**src/sv/ffpa_pkg.sv**
```systemverilog
// ----------------------------------------------------------------------------
// ffpa_pkg: types and codes shared by the first-fit partition allocator
// Input and result payload structs, command and status codes.
// ----------------------------------------------------------------------------
`default_nettype none
package ffpa_pkg;

  localparam logic CMD_ALLOC = 1'b0;
  localparam logic CMD_FREE  = 1'b1;

  localparam logic [2:0] ST_ALLOCATED = 3'd0;
  localparam logic [2:0] ST_FREED     = 3'd1;
  localparam logic [2:0] ST_NO_SPACE  = 3'd2;
  localparam logic [2:0] ST_BAD_SIZE  = 3'd3;
  localparam logic [2:0] ST_NOT_OWNED = 3'd4;

  typedef struct packed {
    logic        cmd;
    logic [7:0]  pid;
    logic [16:0] req_size;
  } in_item_t;

  typedef struct packed {
    logic [2:0]  status;
    logic [4:0]  block_index;
    logic [15:0] block_start;
    logic [16:0] free_bytes;
  } out_item_t;

endpackage
`default_nettype wire

```
**src/sv/first_fit_partition_allocator.sv**
```systemverilog
// ----------------------------------------------------------------------------
// first_fit_partition_allocator: first-fit dynamic partition allocator
// Ordered block table in one synchronous memory; a sequencer scans it,
// shifts entries for a split, frees by pid, compacts free runs and sums.
// ----------------------------------------------------------------------------
// Sequencing: every item makes passes over the live entries, reading one entry
// per cycle: alloc scans, for a split shifts each moved entry (read, then
// write) and writes both parts, then sums; free releases, compacts if any
// entry was freed, then sums. A zero-size alloc only sums.
// Throughput: one item at a time; the next is taken once the result is out.
// Reset: table holds one free block covering the whole memory (entry 0);
// entries beyond the live count are never read, so no clearing pass.
`default_nettype none
module first_fit_partition_allocator #(
  parameter int MAX_BLOCKS = 32,
  parameter int MEM_BYTES  = 65536
) (
  input  wire                  clk,
  input  wire                  rst_n,
  input  wire                  in_valid,
  output logic                 in_ready,
  input  ffpa_pkg::in_item_t   in_data,
  output logic                 out_valid,
  input  wire                  out_ready,
  output ffpa_pkg::out_item_t  out_data
);
  import ffpa_pkg::*;

  localparam int IW = $clog2(MAX_BLOCKS);
  localparam int CW = $clog2(MAX_BLOCKS + 1);

  typedef struct packed {
    logic [15:0] start;
    logic [16:0] size;
    logic        free;
    logic [7:0]  owner;
  } entry_t;

  // sequencer states
  typedef enum logic [9:0] {
    S_IDLE  = 10'b0000000001,
    S_FIND  = 10'b0000000010, // scan for first fit
    S_SHIFT = 10'b0000000100, // move entries up by one for a split
    S_SPLIT = 10'b0000001000, // write allocated part and remainder
    S_REL   = 10'b0000010000, // release entries owned by pid
    S_CMP   = 10'b0000100000, // compact: merge adjacent free runs
    S_CTAIL = 10'b0001000000, // write last compacted entry
    S_SUM   = 10'b0010000000, // sum free sizes
    S_OUT   = 10'b0100000000,
    S_WAIT  = 10'b1000000000  // read latency slot
  } state_t;

  state_t state_r, state_nxt;

  // initial table entry written during reset
  entry_t init_e;
  assign init_e = '{start: '0, size: 17'(MEM_BYTES), free: 1'b1, owner: '0};

  // table memory
  entry_t mem [MAX_BLOCKS];
  logic          we;
  logic [IW-1:0] waddr, raddr;
  entry_t        wdata, rdata_r;

  always_ff @(posedge clk) begin
    if (!rst_n) mem[0] <= init_e;
    else if (we) mem[waddr] <= wdata;
    rdata_r <= mem[raddr];
  end

  // working registers
  in_item_t      item_r;
  logic [CW-1:0] used_r, used_nxt;
  logic [CW-1:0] ptr_r, ptr_nxt;      // next address to read
  logic [CW-1:0] wptr_r, wptr_nxt;    // compaction write pointer
  logic          rv_r, rv_nxt;        // rdata_r holds entry ptr_r-1
  logic [IW-1:0] hit_r, hit_nxt;
  entry_t        hold_r, hold_nxt;    // found block / pending merged entry
  logic          hv_r, hv_nxt;
  logic          found_r, found_nxt;
  logic [2:0]    stat_r, stat_nxt;
  logic [16:0]   sum_r, sum_nxt;
  state_t        ret_r, ret_nxt;
  out_item_t     out_r, out_nxt;

  assign in_ready  = (state_r == S_IDLE);
  assign out_valid = (state_r == S_OUT);
  assign out_data  = out_r;

  logic [CW-1:0] rd_idx;
  assign rd_idx = ptr_r - CW'(1);

  always_comb begin
    state_nxt = state_r; used_nxt = used_r; ptr_nxt = ptr_r; wptr_nxt = wptr_r;
    rv_nxt = 1'b0; hit_nxt = hit_r; hold_nxt = hold_r; hv_nxt = hv_r;
    found_nxt = found_r; stat_nxt = stat_r; sum_nxt = sum_r; ret_nxt = ret_r;
    out_nxt = out_r;
    we = 1'b0; waddr = '0; wdata = rdata_r; raddr = '0;
    case (state_r)
      S_IDLE: begin
        ptr_nxt = '0; hv_nxt = 1'b0; found_nxt = 1'b0; sum_nxt = '0;
        out_nxt.block_index = '0; out_nxt.block_start = '0;
        if (in_valid) begin
          if (in_data.cmd == CMD_ALLOC && in_data.req_size == '0) begin
            stat_nxt = ST_BAD_SIZE; state_nxt = S_SUM;
          end else if (in_data.cmd == CMD_ALLOC) begin
            stat_nxt = ST_NO_SPACE; state_nxt = S_FIND;
          end else begin
            state_nxt = S_REL;
          end
        end
      end
      // read one entry per cycle, test the one read last cycle
      S_FIND: begin
        raddr = ptr_r[IW-1:0];
        if (rv_r && rdata_r.free && rdata_r.size >= item_r.req_size) begin
          hit_nxt = rd_idx[IW-1:0]; hold_nxt = rdata_r;
          stat_nxt = ST_ALLOCATED;
          out_nxt.block_index = 5'(rd_idx);
          out_nxt.block_start = rdata_r.start;
          if (rdata_r.size > item_r.req_size && used_r < CW'(MAX_BLOCKS)) begin
            ptr_nxt = used_r - CW'(1); state_nxt = S_SHIFT;
          end else begin
            we = 1'b1; waddr = rd_idx[IW-1:0];
            wdata = rdata_r; wdata.free = 1'b0; wdata.owner = item_r.pid;
            ptr_nxt = '0; state_nxt = S_SUM;
          end
        end else if (ptr_r == used_r) begin
          if (rv_r || used_r == '0) begin ptr_nxt = '0; state_nxt = S_SUM; end
        end else begin
          ptr_nxt = ptr_r + CW'(1); rv_nxt = 1'b1;
        end
      end
      // copy entry ptr to ptr+1 going downward, read then write
      S_SHIFT: begin
        if (ptr_r == CW'(hit_r)) begin
          state_nxt = S_SPLIT;
        end else begin
          raddr = ptr_r[IW-1:0];
          state_nxt = S_WAIT; ret_nxt = S_SHIFT;
        end
      end
      S_WAIT: begin
        we = 1'b1; waddr = IW'(ptr_r + CW'(1)); wdata = rdata_r;
        ptr_nxt = ptr_r - CW'(1); state_nxt = ret_r;
      end
      S_SPLIT: begin
        if (!hv_r) begin
          we = 1'b1; waddr = hit_r;
          wdata.start = hold_r.start; wdata.size = item_r.req_size;
          wdata.free = 1'b0; wdata.owner = item_r.pid;
          hv_nxt = 1'b1;
        end else begin
          we = 1'b1; waddr = IW'(CW'(hit_r) + CW'(1));
          wdata.start = hold_r.start + item_r.req_size[15:0];
          wdata.size = hold_r.size - item_r.req_size;
          wdata.free = 1'b1; wdata.owner = '0;
          used_nxt = used_r + CW'(1); ptr_nxt = '0; hv_nxt = 1'b0;
          state_nxt = S_SUM;
        end
      end
      // release pass: read ahead, write back released entries
      S_REL: begin
        raddr = ptr_r[IW-1:0];
        if (rv_r && !rdata_r.free && rdata_r.owner == item_r.pid) begin
          we = 1'b1; waddr = rd_idx[IW-1:0];
          wdata.free = 1'b1; wdata.owner = '0; found_nxt = 1'b1;
        end
        if (ptr_r == used_r) begin
          ptr_nxt = '0; wptr_nxt = '0; hv_nxt = 1'b0;
          if (found_nxt) begin stat_nxt = ST_FREED; state_nxt = S_CMP; end
          else begin stat_nxt = ST_NOT_OWNED; state_nxt = S_SUM; end
        end else begin
          ptr_nxt = ptr_r + CW'(1); rv_nxt = 1'b1;
        end
      end
      // compaction: hold one pending entry, merge or emit it
      S_CMP: begin
        raddr = ptr_r[IW-1:0];
        if (rv_r) begin
          if (!hv_r) begin
            hold_nxt = rdata_r; hv_nxt = 1'b1;
          end else if (hold_r.free && rdata_r.free) begin
            hold_nxt.size = hold_r.size + rdata_r.size;
          end else begin
            we = 1'b1; waddr = wptr_r[IW-1:0]; wdata = hold_r;
            wptr_nxt = wptr_r + CW'(1); hold_nxt = rdata_r;
          end
        end
        if (ptr_r == used_r) state_nxt = S_CTAIL;
        else begin ptr_nxt = ptr_r + CW'(1); rv_nxt = 1'b1; end
      end
      S_CTAIL: begin
        we = 1'b1; waddr = wptr_r[IW-1:0]; wdata = hold_r;
        used_nxt = wptr_r + CW'(1); ptr_nxt = '0; hv_nxt = 1'b0;
        state_nxt = S_SUM;
      end
      // sum free sizes over live entries
      S_SUM: begin
        raddr = ptr_r[IW-1:0];
        if (rv_r && rdata_r.free) sum_nxt = sum_r + rdata_r.size;
        if (ptr_r == used_r) begin
          out_nxt.status = stat_r; out_nxt.free_bytes = sum_nxt;
          state_nxt = S_OUT;
        end else begin
          ptr_nxt = ptr_r + CW'(1); rv_nxt = 1'b1;
        end
      end
      S_OUT: if (out_ready) state_nxt = S_IDLE;
      default: state_nxt = S_IDLE;
    endcase
  end

  always_ff @(posedge clk) begin
    if (!rst_n) begin
      state_r <= S_IDLE; used_r <= CW'(1); rv_r <= 1'b0;
      hv_r <= 1'b0; found_r <= 1'b0;
    end else begin
      state_r <= state_nxt; used_r <= used_nxt; rv_r <= rv_nxt;
      hv_r <= hv_nxt; found_r <= found_nxt;
    end
  end

  always_ff @(posedge clk) begin
    if (state_r == S_IDLE) item_r <= in_data;
    ptr_r <= ptr_nxt; wptr_r <= wptr_nxt; hit_r <= hit_nxt; hold_r <= hold_nxt;
    stat_r <= stat_nxt; sum_r <= sum_nxt; ret_r <= ret_nxt; out_r <= out_nxt;
  end

endmodule
`default_nettype wire

```
**config.mk**
```make
export PLATFORM = sky130hd
export DESIGN_NAME = first_fit_partition_allocator
export DESIGN_NICKNAME = d
export VERILOG_FILES = /design/src/sv/ffpa_pkg.sv /design/src/sv/first_fit_partition_allocator.sv
export SDC_FILE = /design/constraint.sdc
export NUM_CORES = 2
export LEC_CHECK = 0
export BUFFER_PORTS_ARGS = -buffer_cell sky130_fd_sc_hd__buf_2
export CAP_MARGIN = 30
export CORE_UTILIZATION = 43
export CTS_BUF_LIST = sky130_fd_sc_hd__clkbuf_16
export DETAILED_ROUTE_END_ITERATION = 8
export PLACE_DENSITY = 0.69
export SYNTH_ARGS = -nofsm -noshare
export SYNTH_HDL_FRONTEND = slang
export SYNTH_SLANG_ARGS = --single-unit
```
**constraint.sdc**
```tcl
create_clock -name clk -period 6.35 [get_ports clk]
set_clock_uncertainty 0.2 [all_clocks]
set_input_delay 0.635 -clock clk [delete_from_list [all_inputs] [get_ports clk]]
set_output_delay 0.635 -clock clk [all_outputs]
set_load 0.02 [all_outputs]
```
==> results.md <==
- Outcome: finished clean
- IO Count: 73
- Mapped cell area: 64060 um^2
- Critical Path RT: 6570 ps
- Critical path arrival: 5380 ps
- DRT antenna net count: 0
- Fillers: 12085
- Startpoint types: flip-flop
- Minimum clock period: 5158 ps
- Reg2Reg Depth: 12
- Initial antenna violation count: 12
- Final hold vios: 0
- Synth unique cells: 91
- Clk sinks: 1550
- Hold Path Stages: 1
- Final Non-Filler Cells: 6376
- Area occupied by multi-input gates: 17410 um^2
- Clock Path Buffers: 3
- Syn Inst Count: 4173
- Synth Area per Inst: 15.35 um^2
- Yosys reg bits: 1550
- Setup TNS: 0 ps
- Crit. End Element: flip-flop
- WL per Instance: 26.78 um
- Nets: 4434
- Period utilisation layout: 0.8123
- Total power: 0.02591 W
- Area growth from synthesis to layout: 13.67%
- Post-Syn Nets: 4294
- Residual DRC: 0
- Final setup fails: 0
- Core ar.: 147800 um^2
- Clock root buffer: clkbuf_16
- Top Layer Used: met5
- IO Port Bufs: 72
- Comb power frac: 0.192
- Pwr/cell area: 355.9 nW/um^2
- Yosys warnings: 0
- GR Overflow Total: 0
- Relative slew slack: 0.2817
- Share of post-route cells with drive strength above 1: 0.1557
- Reg-to-reg critical path endpoint: mem[15][33]
- Clock group share of total power: 0.343
- Met3 WL: 17.98 mm
- 1st-iter DRT viols: 4896
- Post-synth top flop: edfxtp_1
- First-pass GRT wire length: 250.9 mm
- Switching power: 0.007623 W
- Max VDD drop: 296.4 uV
- DRT Pass-1 Iters: 6
- P_int: 0.01829 W
- Vias in the first global route: 37641
- Reg power frac: 0.465
- Register area share after synthesis: 0.7171
- CTS buffer count: 159
- Vias per inst: 6.059
- DIE HEIGHT: 388.0 um
- Worst-Margin Slew: 1075 ps
- Number of synthesized flops with an enable pin: 1489
- Leak: 26.88 nW
- GRT Overall Usage: 0.2243
- Worst setup path class: reg2reg
- Fmax: 193.9 MHz
- Vias: 38629
- Clock latency on the worst-skew pair: 780 ps
- Final GP Congestion: 0.9273
- Pin count of the biggest net entering global routing: 113
- HP Start: in_data[24]
- DP HPWL: 99.47 mm
- Hold Path End: item_r[24]
- RSZ-0062 raised after global routing: no
- PostCTS Resize Cnt: 0
- Hold WC Path Type: in2reg
- Clock-pin transition on the worst setup and hold timing paths: 60 ps
- H-tree lvl count: 4
- Site Rows: 141
- Worst-path maximum fanout: 16
- Reg area: 45930 um^2
- Initial Utilization: 0.4333
- Met2 WL: 78.43 mm
- Placed cell count: 6055
- Max-cap violation count: 0
- Final WL: 170.7 mm
- Die area: 150500 um^2
- Switching Share: 0.2942
- Critical R2R Launch: item_r[15]
- FF-to-FF setup slack: 1190 ps
- Met1 wire length: 68.70 mm
- Asr flop ratio synth: 0
- CTS tree: yes
- Fin. max-slew vios: 0
- Die Wd: 388.0 um
[power groups by stage]
stage          clock [W]  combinational [W]  sequential [W]
2_1_floorplan          0            0.00348          0.0120
3_5_place_dp           0            0.00491          0.0122
4_1_cts          0.00898            0.00494          0.0120
5_1_grt          0.00938            0.00540          0.0121
3_3_place_gp           0            0.00490          0.0122
6_report         0.00890            0.00498          0.0120
[registers in the layout (all words and copies together), names as in the netlist]
signal and flops:
out_data 41, state_r 10, stat_r 3, rdata_r 42, hold_r 42, wptr_r 6
ptr_r 6, used_r 6, hv_r 1, rv_r 1, hit_r 5, item_r 25
mem 1344, sum_r 17, found_r 1
[cell families (layout without fill, tap and decap cells)]
logic type / after synthesis / after routing / synth area share
flip-flops: 1550 / 1550 / 0.7171
AND/OR/NAND/NOR: 969 / 969 / 0.06985
AO/OA/AOI/OAI: 900 / 900 / 0.08655
buffers and inverters: 301 / 572 / 0.02035
multiplexers: 274 / 274 / 0.07592
adder cells (fa/ha/maj): 91 / 91 / 0.01824
XOR/XNOR: 88 / 88 / 0.01203
other: 0 / 2 / 0
[routing by layer]
metal,track usage,vias to the layer above
met5,0,-
met4,0.07675,12
met3,0.05171,335
met2,0.3461,2119
met1,0.3130,19499
li1,-,16664
[worst max-delay path, cell delays in order (launching register included)]
cell and delay (ps):
edfxtp_1 400, inv_1 150, ha_1 380, nand3_1 150, nor3_1 210, nand2_1 90, nor4_2 630, o211a_2 400
o31ai_4 130, buf_8 190, or3_1 720, nor2_4 670, buf_4 460
[worst max path at each step]
stage	depth (start not counted)	to	slack (ps)	from
after global routing	12	mem[23][18]	1030	item_r[15]
after floorplan	12	mem[19][0]	1240	item_r[15]
after global placement	12	mem[15][31]	1380	item_r[15]
final	12	mem[15][33]	1190	item_r[15]
after detailed placement	12	mem[15][31]	1340	item_r[15]
after CTS	12	mem[15][34]	1300	item_r[15]
[through the flow]
| step | utilization | instance area (um^2) | hold WS, ps | setup slack, ps |
|---|---|---|---|---|
| floorplan | - | 64060 | 200.3 | 1240 |
| global placement | 0.4560 | 67410 | 206.5 | 1378 |
| detailed placement | 0.4570 | 67560 | 209.3 | 1336 |
| CTS | 0.4923 | 72780 | 16.56 | 1296 |
| global route | 0.4925 | 72810 | 31.94 | 1032 |
| finish | 0.4926 | 72820 | 67.21 | 1192 |
[synthesized netlist by cell type, types with 7 or more instances]
cell type  instances  area, um^2
a211oi_1          13       97.59
a21o_1             9       67.56
a21oi_1          244        1221
a221oi_1          89       779.5
a222oi_1           7       70.07
a22oi_1           24       180.2
a31oi_1          183        1145
and2_1            31       193.9
and3_1            11       68.82
buf_2             58       290.3
buf_6             11       123.9
clkbuf_1         164       615.6
dfxtp_1           61        1221
edfxtp_1        1489       44710
ha_1              87        1089
inv_1             57       214.0
mux2_2            11       123.9
mux2i_1           94       940.9
mux4_2           168        3784
nand2_1          510        1914
nand2b_1          19       118.9
nand3_1          121       605.6
nand4_1           19       118.9
nor2_1           114       427.9
nor2b_1           27       168.9
nor3_1            34       170.2
nor4_1            10       62.56
o2111ai_1          7       61.31
o21a_1            16       120.1
o21ai_0          234        1171
o21ai_1            9       45.04
o21bai_1           8       60.06
o22ai_1           11       68.82
or2_2              9       56.30
or3_1              7       43.79
xnor2_1           49       429.2
xor2_1            39       341.6
[layout make-up]
| type | instances | share of cell area |
|---|---|---|
| inverters | 57 | 0.002938 |
| clock inverters | 132 | 0.01323 |
| diodes | 2 | 0.00006873 |
| well taps | 1930 | 0.03316 |
| flip-flops and latches | 1550 | 0.6308 |
| clock buffers | 160 | 0.05498 |
| repair buffers | 223 | 0.02577 |
| multi-input cells | 2322 | 0.2390 |
[cell usage in the layout, fill, tap and decap left out, drive strengths merged, types with 27 or more instances in the layout]
cell type,instances
xor2,39
a221oi,89
nand3,121
a31oi,185
nand2,512
and2,31
nor3,37
nor2b,27
dfxtp,61
clkinv,77
nor2,122
edfxtp,1489
mux4,168
ha,87
o21ai,245
inv,102
xnor2,49
mux2i,94
buf,198
clkbuf,160
a21oi,245
[timing repair]
item	in CTS	in global routing
hold buffers	25	0
buffers inserted	0	0
hold endpoints to repair	25	0
(Power assumes the default switching activity.)
